==> src/sv/positional_list_table_defines.svh <==
// ----------------------------------------------------------------------------
// positional_list_table assertion macros
// shared clocked assertion forms for the list table
// ----------------------------------------------------------------------------
`ifndef POSITIONAL_LIST_TABLE_DEFINES_SVH
`define POSITIONAL_LIST_TABLE_DEFINES_SVH

// checked on every edge outside reset
`define PLT_ASSERT(lbl, prop, msg) \
  lbl: assert property (@(posedge clk) disable iff (rst) prop) else $error(msg);

// checked on every edge, reset included
`define PLT_ASSERT_ALWAYS(lbl, prop, msg) \
  lbl: assert property (@(posedge clk) prop) else $error(msg);

`endif

==> src/sv/plt_pkg.sv <==
// ----------------------------------------------------------------------------
// plt_pkg
// types and constants shared by the list table and its cells
// ----------------------------------------------------------------------------
`timescale 1ns / 1ps
`default_nettype none

package plt_pkg;

  localparam int DEPTH_DEFAULT = 32;
  // counts and cell indexes cover depths up to 127
  localparam int CNT_W = 7;

  typedef enum logic [2:0] {
    KIND_APPEND = 3'd0,
    KIND_INSERT = 3'd1,
    KIND_UPDATE = 3'd2,
    KIND_DELETE = 3'd3,
    KIND_LIST   = 3'd4
  } kind_t;

  typedef enum logic [2:0] {
    ST_OK        = 3'd0,
    ST_AT_END    = 3'd1,
    ST_NOT_FOUND = 3'd2,
    ST_EMPTY     = 3'd3,
    ST_BAD_POS   = 3'd4,
    ST_FULL      = 3'd5
  } status_t;

  typedef enum logic [2:0] {
    OP_HOLD,
    OP_INSERT,
    OP_DELETE,
    OP_UPDATE,
    OP_ROTATE
  } cell_op_t;

  typedef enum logic [0:0] {
    S_IDLE,
    S_LIST
  } state_t;

  typedef struct packed {
    logic signed [31:0] id;
    logic [15:0]        first_code;
    logic [15:0]        second_code;
  } rec_t;

  // broadcast to every cell of the chain
  typedef struct packed {
    cell_op_t         op;
    logic [CNT_W-1:0] idx;
    logic [CNT_W-1:0] count;
    rec_t             data;
  } cell_ctrl_t;

  typedef struct packed {
    status_t          status;
    rec_t             rec;
    logic [CNT_W-1:0] pos;
    logic             last;
  } result_t;

endpackage

`default_nettype wire

==> src/sv/plt_cell.sv <==
// ----------------------------------------------------------------------------
// plt_cell
// one record slot of the chain; loads from its neighbors, the head or the bus
// ----------------------------------------------------------------------------
`timescale 1ns / 1ps
`default_nettype none

module plt_cell
  import plt_pkg::*;
#(
  parameter int IDX = 0
) (
  input  wire logic       clk,
  input  wire cell_ctrl_t ctrl,
  input  wire logic       sel,
  input  wire rec_t       left,
  input  wire rec_t       right,
  input  wire rec_t       head,
  output rec_t            rec,
  output logic            match
);

  localparam logic [CNT_W-1:0] ME    = CNT_W'(IDX);
  localparam logic [CNT_W-1:0] ME_P1 = CNT_W'(IDX + 1);

  rec_t rec_next;

  always_comb begin
    rec_next = rec;
    unique case (ctrl.op)
      OP_INSERT: begin
        if (ME == ctrl.idx) begin
          rec_next = ctrl.data;
        end else if (ME > ctrl.idx && ME <= ctrl.count) begin
          rec_next = left;
        end
      end
      OP_DELETE: begin
        if (ME >= ctrl.idx && ME_P1 < ctrl.count) begin
          rec_next = right;
        end
      end
      OP_UPDATE: begin
        if (sel) begin
          rec_next.first_code  = ctrl.data.first_code;
          rec_next.second_code = ctrl.data.second_code;
        end
      end
      OP_ROTATE: begin
        // the last used cell wraps around to the head record
        if (ME_P1 == ctrl.count) begin
          rec_next = head;
        end else if (ME_P1 < ctrl.count) begin
          rec_next = right;
        end
      end
      default: begin
        rec_next = rec;
      end
    endcase
  end

  always_ff @(posedge clk) begin
    rec <= rec_next;
  end

  assign match = (ME < ctrl.count) && (rec.id == ctrl.data.id);

endmodule

`default_nettype wire

==> config.mk <==
export PLATFORM = sky130hd
export DESIGN_NAME = plt_cell
export DESIGN_NICKNAME = d
export VERILOG_FILES = /design/src/sv/positional_list_table_defines.svh /design/src/sv/plt_pkg.sv /design/src/sv/plt_cell.sv
export SDC_FILE = /design/constraint.sdc
export NUM_CORES = 1
export LEC_CHECK = 0
export ABC_CLOCK_PERIOD_IN_PS = 4100
export BUFFER_PORTS_ARGS = -buffer_cell sky130_fd_sc_hd__buf_2
export CAP_MARGIN = 20
export CORE_AREA = 3 3 131 133
export DETAILED_ROUTE_END_ITERATION = 8
export DIE_AREA = 0 0 134 136
export GPL_ROUTABILITY_DRIVEN = 0
export PLACE_DENSITY_LB_ADDON = 0.1
export SETUP_SLACK_MARGIN = 0.02
export SLEW_MARGIN = 10
export SYNTH_ARGS = -nofsm -noshare
export SYNTH_HDL_FRONTEND = slang
export SYNTH_SLANG_ARGS = --single-unit
==> constraint.sdc <==
create_clock -name clk -period 4.1 [get_ports clk]
set_input_delay 0.205 -clock clk [delete_from_list [all_inputs] [get_ports clk]]
set_output_delay 0.205 -clock clk [all_outputs]
set_load 0.01 [all_outputs]
==> Word-level counts from Yosys, hierarchy flattened <==
Index checks and enable logic that the tools add are counted.
{ "totals": {"reg_bits": 64, "output_inout_bits": 65, "mem_count": 0, "mem_bits_ro": 0, "latchBits": 0, "ram_bits": 0} }
{ "op_classes": {"div": 0, "n_bitwise": 0, "n_lt_le_gt_ge": 5, "mul": 0, "eq_ne": 10, "n_shift": 0, "n_addsub": 0, "n_mux": 8, "reduce_logical": 8} }
{ "op_table": {"columns": ["op", "n"], "rows": [
  ["$mux 64", 5],
  ["$pmux 32 s4", 1],
  ["$pmux 32 s3", 1],
  ["$eq 32x32->1", 1],
  ["$mux 32", 1],
  ["$lt 1x7->1 const A", 2],
  ["$eq 1x7->1 const A", 1],
  ["$ge 1x7->1 const A", 1],
  ["$gt 1x7->1 const A", 1],
  ["$le 1x7->1 const A", 1],
  ["$logic_not 7->1", 1],
  ["$eq 3x2->1 const B", 2],
  ["$ne 3x3->1 const B", 2],
  ["$reduce_and 5->1", 1],
  ["$ne 2x2->1 const B", 2],
  ["$reduce_and 4->1", 1],
  ["$reduce_bool 4->1", 1],
  ["$eq 3x1->1 const B", 1],
  ["$eq 3x3->1 const B", 1],
  ["$logic_and 1x1->1", 3],
  ["$reduce_bool 3->1", 1]
]} }

==> Longest topological paths before layout <==
Gate-level depths: netlist (run 1).
{ "depth": {"depth_word": 5, "ltp_mapped": 7, "depth_no_buf": 4} }

==> Worst setup path before layout (run 1) <==
No wires, ideal clock.
{ "synth_timing": {"kind": "input -> register", "start": "input ctrl[65] (netlist name)", "end": "register rec[32] (netlist name), enable pin", "path_buffers": 0, "setup_slack_ns": 0.642, "t_required_ns": 3.634, "cell_stages": 4, "arrival_time_ns": 2.993, "cell_sequence": "nor2_1 and4b_1 o31a_1 o21ai_0"} }
{ "synth_between": {"elab_chain_cells": 4, "word_cells_on_any_way": 9, "cone_classes": "order compare: 2; eq/ne: 4; reduce/logical: 3"} }
{ "synth_lines": {"columns": ["element", "line", "text"], "rows": [
  ["start, declared", "plt_cell.sv:14", "input wire cell_ctrl_t ctrl,"],
  ["$le 1x7->1 or $lt 1x7->1 (tied branches)", "plt_cell.sv:34, plt_cell.sv:39, plt_cell.sv:53", null],
  ["$logic_and 1x1->1, on equally long branches", "plt_cell.sv:34, plt_cell.sv:39", null],
  ["$ne 3x3->1 (no source line) or $ne 2x2->1 (tied branches)", null, null],
  ["$reduce_and 4->1 (no source line) *", null, null],
  ["end signal, assigned", "plt_cell.sv:64", "rec <= rec_next;"],
  ["end, declared", "plt_cell.sv:19", "output rec_t rec,"]
]} }
Mark *: on every way between the ends. The rest lies on a longest branch, timed or not.
A chain may end at the register's enable or synchronous reset.

==> metrics.txt, run 1 <==
Syn Nets roughly 700; Vias just over 5000; max_slew headroom approximately 34%; Post-CTS Setup Bufs 0; Largest Register rec; Pre-Repair DR Iteration Count 5; wire per inst approximately 21 um; HPWL after detailed placement 15240 um; Max IR drop VDD roughly 0.17 mV; number of max-cap violations 0; CTS root buf clkbuf_16; Fin Hold WS 0.1722 ns; setup violators final 0; final net count slightly above 1000; cell count after synthesis roughly 430; crit share post-route between 50% and 60%; CP endpoint kind flip-flop; fmax ~0.44 GHz; Arrival @ worst endpoint around 2.3 ns; Post-synth top cells mux2i_1 (128), edfxtp_1 (64), nand2_1 (34), o221ai_2 (34); setup TNS 0 ns; number of global-route vias before repair roughly 5300; RSZ-0062 raised after global routing false; outcome finished, final reports clean; Gate power share approximately a quarter; ratio of cells with drive above 1 in the final layout a little over half; io pins 340; crit path max fanout 37; Die Ht approximately 140 um; Layout area overhead 39.90%; initial drt markers around 230; CP Data Required Time between 4 and 5 ns; CTS Sinks 64; Clock power frac approximately 34%; hold-critical path depth 3; Clock Path Buffers 2; prevailing post-synth register cell edfxtp_1; floorplan row count 46; TritonCTS clock tree built; HP Class input port to flip-flop; Clock transition at path regs about 0.050 ns; max reg flops between 60 and 70; Setup CP Type input port to flip-flop; Net Switching 563.3 uW; post-synth cell types 33; cell area after layout between 7000 and 8000 sq um; #FFs+latches synth 64; placed cell areas between 6000 and 7000 sq um; global-route wire length before repair ~29000 um; CORE AREA approximately 16000 sq um; max-slew violations 0; Tightest Pin Transition slightly below 1 ns; Post-synth EDFFs 64; DIE AREA about 18000 sq um; initial antenna violation count 1; WL final between 15000 and 20000 um; Remaining DRCs 0; switching share of power 28.25%; Critical Path Start Type input port; global route overflow 0; Regs by FF count rec: 64 flops; post-synthesis sequential area ratio a little under two fifths; largest net degree at the start of global routing between 60 and 70; initial core utilization 32.18%; Synth async-reset ratio 0%; I/O Buffers 339; ranking of synthesized cells by area edfxtp_1 (37%), mux2i_1 (25%), o221ai_2 (10%), xor2_1 (5.5%), o221ai_1 (5.1%); Internal between 1 and 1.5 mW; H-tree Lvls 3; CTS resizes 0; hold buffer count at cts 0; PwrDens 277.9 nW/um^2; largest area contributor in the netlist edfxtp_1; Die W ~130 um; Yosys top cell area share a little under two fifths; hold path start right[61]; vias per cell 5.203; crit path from ctrl[74]; Leak Pwr approximately 3.3 nW; Tmin final about 2.3 ns; Ant. Diodes 0; post-detailed-route count of antenna-violating nets 0; synthesized area per cell ~12 sq um; CTS Buf Count 9; sequential share of power approximately 41%; Post-Syn Area 5130 sq um; Total GRT Usage approximately 21%; Synth Warn # 0; most numerous cell in the Yosys netlist mux2i_1; final-report hold violation count 0; # fillers 1587
==> power groups by stage <==
stage                     clock [mW]  combinational (mW)  sequential (mW)
after floorplan                    0               0.213            0.856
after global placement             0               0.497            0.828
after detailed placement           0               0.502            0.829
after CTS                      0.698               0.504            0.816
after global routing           0.726               0.548            0.820
final                          0.679               0.500            0.815
==> metal layers <==
layer / share of wire (%) / vias up / GRT usage [%]
met5: 0.065 / - / 0
met4: 2.3 / 2 / 6.971
met3: 7.6 / 33 / 4.737
met2: 51 / 254 / 37.09
met1: 39 / 2353 / 24.26
li1: - / 2389 / -
==> cell families (layout without fill, tap and decap cells) <==
| group | after synthesis | in the layout | share of synthesized area, % |
|---|---|---|---|
| AOI/OAI and AO/OA | 101 | 101 | 20.56 |
| buffers and inverters | 42 | 364 | 5.585 |
| muxes | 128 | 128 | 24.98 |
| xor gates and xnor gates | 33 | 33 | 5.634 |
| DFF | 64 | 64 | 37.46 |
| and+or+nand+nor | 61 | 61 | 5.781 |
==> stage by stage <==
stage / instances / worst slack, ns / power, mW / util (%)
floorplan: 429 / 0.6418 / 1.070 / -
global placement: 950 / 1.532 / 1.325 / 43.29
CTS: 966 / 1.810 / 2.018 / 44.89
detailed placement: 950 / 1.468 / 1.332 / 43.29
finish: 967 / 1.818 / 1.994 / 45.02
global route: 967 / 1.704 / 2.094 / 45.02
==> worst max-delay path: stages <==
cell      delay, ns
buf_2          0.10
nor4_2         0.30
and2_4         0.56
buf_4          0.66
mux2i_1        0.30
o221ai_2       0.12
==> area by class of cell <==
cell class | count | area, sq um | area share [%]
multi-input cells | 323 | 2960 | 41.25
flip-flops and latches | 64 | 1922 | 26.78
repair buffers | 346 | 1762 | 24.55
well taps | 216 | 270.3 | 3.766
clock buffers | 10 | 229.0 | 3.190
clock inverters | 6 | 26.28 | 0.3661
inverters | 2 | 7.507 | 0.1046
==> final timing paths <==
check,endpoint
worst max-delay path,rec[34]
worst min-delay path,rec[61]
==> layout by cell type, fill, tap and decap left out, types with 4 or more instances in the layout <==
master	n
o221ai_1	30
nand4_1	4
nand2_1	34
mux2i_1	128
edfxtp_1	64
xor2_1	32
a22oi_1	32
clkbuf_16	9
buf_4	6
nor4_1	8
o221ai_2	34
buf_2	339
Note: power is estimated with default switching activity, not from simulation.
==> run 2: changes to the inputs <==
--- a/config.mk
+++ b/config.mk
@@ -5,12 +5,12 @@
 export SDC_FILE = /design/constraint.sdc
 export NUM_CORES = 1
 export LEC_CHECK = 0
-export ABC_CLOCK_PERIOD_IN_PS = 4100
+export ABC_CLOCK_PERIOD_IN_PS = 1940
 export BUFFER_PORTS_ARGS = -buffer_cell sky130_fd_sc_hd__buf_2
 export CAP_MARGIN = 20
-export CORE_AREA = 3 3 131 133
+export CORE_AREA = 3 3 130 132
 export DETAILED_ROUTE_END_ITERATION = 8
-export DIE_AREA = 0 0 134 136
+export DIE_AREA = 0 0 133 135
 export GPL_ROUTABILITY_DRIVEN = 0
 export PLACE_DENSITY_LB_ADDON = 0.1
 export SETUP_SLACK_MARGIN = 0.02
==> constraint.sdc (replaced) <==
create_clock -name clk -period 1.94 [get_ports clk]
set_input_delay 0.097 -clock clk [delete_from_list [all_inputs] [get_ports clk]]
set_output_delay 0.097 -clock clk [all_outputs]
set_load 0.01 [all_outputs]
==> metrics.txt, run 2 (synthesis gave the netlist of run 1 again) <==
crit path max fanout 2 (-95%); I/O Buffers 339 (unchanged); Pre-Repair DR Iteration Count 4 (-1); global route overflow 0 (unchanged); # fillers 1534 (-3.3%); Critical Path Start Type flip-flop; initial antenna violation count 2 (+1); met3 wire length 1438 um (-5.5%); uppermost layer routed met5; Tightest Pin Transition 0.5554 ns (-0.4307 ns); Leak Pwr 3.333 nW (+2.5%); Worst Hold End rec[62]; RSZ-0062 raised after global routing true; register area 1922 sq um (unchanged); met2 WL 10290 um (+0.55%); cell area after layout 7406 sq um (+3.2%); number of max-cap violations 0 (unchanged); PwrDens 591.6 nW/um^2 (+110%); Total GRT Usage 21.53% (+0.89 points); global-route wire length before repair 30190 um (+3.3%); most frequent cells in the layout buf_2 (339), mux2i_1 (128), edfxtp_1 (64); post-detailed-route count of antenna-violating nets 0 (unchanged); outcome finished, final reports clean; CP Data Required Time 1.84 ns (-2.29 ns); Largest Register rec; ratio of cells with drive above 1 in the final layout 55.19% (+1.7 points); max reg flops 64 (unchanged); Power, Total 4.381 mW (+120%); Die W 133 um (-0.75%); wire per inst 20.58 um (-0.26%); CTS Buf Count 9 (unchanged); hold buffer count at cts 0 (unchanged); CTS root buf clkbuf_16; initial drt markers 187 (-19%); CTS Sinks 64 (unchanged); largest net degree at the start of global routing 48 (-27%); Arrival @ worst endpoint 1.80 ns (-0.51 ns); hold-critical path depth 3 (unchanged); setup TNS 0 ns (unchanged); non-filler cells, final 978 (+1.1%); fmax between 0.5 and 0.6 GHz; setup violators final 0 (unchanged); Die Ht 135 um (-0.74%); H-tree Lvls 3 (unchanged); commonest non-fill, non-tap cell in the layout buf_2; Tmin final ~1.9 ns; DIE AREA 17960 sq um (-1.5%); WL met1 7995 um (+3.4%); WL final 20130 um (+0.88%); final-report hold violation count 0 (unchanged); DP Cell Count 960 (+1.1%); number of global-route vias before repair 5427 (+1.9%); Remaining DRCs 0 (unchanged); HPWL after detailed placement 15750 um (+3.4%); placed cell areas 7072 sq um (+2.5%); Max IR drop VDD 0.3750 mV (+110%); TritonCTS clock tree built; hold path start right[62]; crit share post-route 97.95%; Vias 5161 (+2.6%); Clock Path Buffers 2 (unchanged); Regs by FF count rec: 64 flops; Clock transition at path regs 0.05 ns (about the same); floorplan row count 46 (unchanged); Setup CP Type flip-flop to output port; initial core utilization 32.41% (+0.23 points); final net count 1032 (+1.1%); CORE AREA 15830 sq um (-0.72%); HP Class input port to flip-flop; io pins 340 (unchanged); max_slew headroom 62.98% (+29 points); vias per cell 5.277 (+1.4%); CP endpoint kind output port; Multi-input gate area 3018 sq um (+1.9%); max-slew violations 0 (unchanged); Layout area overhead 44.37%
run 2: cell types whose count changed in the layout (fill, tap and decap cells not counted), sizes merged:
cell      previous run  this run
clkinv               6         2
clkinvlp             0         1
clkbuf              10        11
bufinv               0         1
buf                346       357
diode                0         1
run 2: how the worst max path moves through the flow:
stage | startpoint | end | slack (ns) | cells after the start
after floorplan | ctrl[71] | rec[0] | -0.32 | 7
after global placement | ctrl[71] | rec[0] | 0.18 | 6
after detailed placement | ctrl[71] | rec[15] | 0.15 | 6
after CTS | rec[50] | match | -0.03 | 6
after global routing | rec[50] | match | -0.09 | 6
final | rec[50] | match | 0.04 | 6
run 2: metrics by stage:
stage	hold WS, ns	util (%)	setup slack, ns
2_1_floorplan	0.2914	-	-0.3224
3_3_place_gp	0.3945	44.68	0.1844
3_5_place_dp	0.3998	44.68	0.1451
4_1_cts	0.05474	46.69	-0.02868
5_1_grt	0.07028	46.79	-0.08560
6_report	0.06760	46.79	0.03984
run 2: layout make-up:
| cell class | count | area share [%] |
|---|---|---|
| sequential | 64 | 25.95 |
| clock buffer | 11 | 3.142 |
| antenna | 1 | 0.03379 |
| timing repair buffer | 357 | 25.75 |
| tap | 216 | 3.649 |
| clock inverter | 4 | 0.6251 |
| multi-input combinational | 323 | 40.75 |
| inverter | 2 | 0.1014 |
run 2: per-layer routing:
| metal | vias to the layer above | global-route usage (%) |
|---|---|---|
| li1 | 2413 | - |
| met1 | 2458 | 25.63 |
| met2 | 258 | 38.46 |
| met3 | 30 | 4.955 |
| met4 | 2 | 6.871 |
| met5 | - | 0 |
run 2: report_power, final:
| part | internal [mW] | total [mW] | switching (mW) |
|---|---|---|---|
| sequential | 1.68 | 1.72 | 0.0438 |
| clock | 0.981 | 1.56 | 0.576 |
| combinational | 0.530 | 1.10 | 0.574 |
run 2: worst max-delay path: stages (launching register included):
cell and delay [ns]:
edfxtp_1 0.42, xor2_2 0.19, nor4_2 0.28, buf_4 0.15, nand4_1 0.13, nor3_2 0.14
buf_2 0.17
run 2: what timing repair did:
action                     4_1_cts  5_1_grt
setup endpoints to repair        1        1
resized for setup                5        1
pin swaps                        2        0
setup buffers                    1        1
==> run 3: changes to the inputs <==
--- a/config.mk
+++ b/config.mk
@@ -8,9 +8,10 @@
 export ABC_CLOCK_PERIOD_IN_PS = 1940
 export BUFFER_PORTS_ARGS = -buffer_cell sky130_fd_sc_hd__buf_2
 export CAP_MARGIN = 20
-export CORE_AREA = 3 3 130 132
+export CORE_ASPECT_RATIO = 0.5
+export CORE_MARGIN = 3
+export CORE_UTILIZATION = 39
 export DETAILED_ROUTE_END_ITERATION = 8
-export DIE_AREA = 0 0 133 135
 export GPL_ROUTABILITY_DRIVEN = 0
 export PLACE_DENSITY_LB_ADDON = 0.1
 export SETUP_SLACK_MARGIN = 0.02
==> metrics.txt, run 3 (synthesis gave the netlist of run 1 again) <==
outcome finished, final reports clean; Net Switching 1.150 mW (-3.6%); Critical Path Start Type flip-flop; Max IR drop VDD 0.3020 mV (-19%); H-tree Lvls 3 (unchanged); final net count 1029 (-0.29%); Clock Path Buffers 2 (unchanged); final-report hold violation count 0 (unchanged); Ant. Diodes 0 (-1); RSZ-0062 raised after global routing true; slack of the critical path 0.1203 ns (+0.08043 ns); ratio of cells with drive above 1 in the final layout 54.76% (-0.43 points); worst slack, placed 0.1198 ns (-0.02533 ns); CP Data Required Time 1.84 ns (about the same); crit share post-route 93.80% (-4.1 points); Leak Pwr 3.295 nW (-1.1%); non-filler cells, final 921 (-5.8%); setup violators final 0 (unchanged); CP endpoint kind output port; initial core utilization 41.60% (+9.2 points); Clock power frac 33.0% (-2.5 points); Total GRT Usage 23.73% (+2.2 points); Tightest Pin Transition 0.7281 ns (+0.1728 ns); global route overflow 0 (unchanged); io pins 340 (unchanged); CTS root buf clkbuf_16; Internal 3.022 mW (-5.2%); TritonCTS clock tree built; CTS Buf Count 9 (unchanged); CORE AREA 12330 sq um (-22%); max reg flops 64 (unchanged); max_slew headroom 51.46% (-12 points); Die W 168.2 um (+26%); CTS Sinks 64 (unchanged); register area 1922 sq um (unchanged); wire per inst 20.18 um (-1.9%); HPWL after detailed placement 14050 um (-11%); max-slew violations 0 (unchanged); I/O Buffers 339 (unchanged); Setup CP Type flip-flop to output port; number of global-route vias before repair 5082 (-6.4%); Clock transition at path regs 0.06 ns (about the same); Largest Register rec; Vias 5128 (-0.64%); vias per cell 5.568 (+5.5%); # fillers 1110 (-28%); Gate power share 25.8% (+0.6 points); DIE AREA 14650 sq um (-18%); Layout area overhead 41.37%; Remaining DRCs 0 (unchanged); crit path max fanout 2 (unchanged); PwrDens 575.3 nW/um^2 (-2.8%); most frequent cells in the layout buf_2 (339), mux2i_1 (128), edfxtp_1 (64); post-detailed-route count of antenna-violating nets 0 (unchanged); Post-CTS Setup Bufs 0 (-1); largest net degree at the start of global routing 40 (-17%); Pre-Repair DR Iteration Count 4 (unchanged); crit path from rec[45]; DP Cell Count 908 (-5.4%); Tmin final 1.820 ns (-0.08043 ns); HP Class input port to flip-flop; Fin Hold WS 0.06243 ns (-0.005169 ns); number of max-cap violations 0 (unchanged); Regs by FF count rec: 64 flops; setup TNS 0 ns (unchanged); Core Util, Final 58.81% (+12 points); WL final 18590 um (-7.7%); initial antenna violation count 0 (-2); fmax 0.5495 GHz (+4.4%); sequential share of power 41.2% (+1.9 points); Critical Path End match; Multi-input gate area 3017 sq um (about the same); Die Ht 87.10 um (-35%); switching share of power 27.57% (+0.33 points); Arrival @ worst endpoint 1.72 ns (-0.08 ns); commonest non-fill, non-tap cell in the layout buf_2; initial drt markers 325 (+74%); floorplan row count 28 (-39%); global-route wire length before repair 27280 um (-9.6%)
## run 3: cell count changes in the layout (fill, tap and decap cells not counted), sizes merged
cell	delta
buf	-3
clkbuf	-2
clkinv	+2
bufinv	-1
clkinvlp	-1
diode	-1
## run 3: worst min-delay path by stage
stage | from | endpoint | slack [ns] | cells past startpoint
final | right[41] | rec[41] | 0.06 | 3
after floorplan | right[39] | rec[39] | 0.29 | 2
after CTS | right[41] | rec[41] | 0.06 | 3
after global placement | right[60] | rec[60] | 0.39 | 3
after detailed placement | right[61] | rec[61] | 0.40 | 3
after global routing | right[57] | rec[57] | 0.07 | 3
## run 3: timing repair
item                                    CTS  global route
pin swaps                                 0             1
endpoints found under the hold margin     0             0
gates resized for setup                   1             5
endpoints found under the setup margin    1             1
hold buffers                              0             0
## run 3: final cells by class
class / instances / area share, %
Clock inverter: 4 / 0.2070
Multi-Input combinational cell: 323 / 41.60
Inverter: 2 / 0.1035
Clock buffer: 9 / 3.106
Sequential cell: 64 / 26.50
Timing Repair Buffer: 354 / 25.64
Tap cell: 165 / 2.847
## run 3: worst max-delay path, cell delays in order (launching register included)
cell      delay [ns]
edfxtp_1        0.41
xor2_1          0.17
nor4_2          0.34
nand4_1         0.19
nor3_2          0.13
buf_2           0.16
## run 3: metrics by stage
stage          total power [mW]  instance area, sq um
2_1_floorplan             2.264                  5174
3_3_place_gp              2.804                  6975
3_5_place_dp              2.815                  6975
4_1_cts                   4.197                  7222
5_1_grt                   4.354                  7252
6_report                  4.172                  7252
## run 3: per-layer routing
layer / track usage [%] / part of all wire [%]
met5: 0 / 0
met1: 28.54 / 39
met2: 43.04 / 52
met4: 4.751 / 1.2
met3: 6.845 / 8.0
## run 3: power by group through the flow
stage | clock [mW] | sequential, mW | combinational [mW]
after floorplan | 0 | 1.81 | 0.456
after global placement | 0 | 1.75 | 1.06
after detailed placement | 0 | 1.75 | 1.07
after CTS | 1.40 | 1.72 | 1.07
after global routing | 1.46 | 1.73 | 1.17
final | 1.38 | 1.72 | 1.08
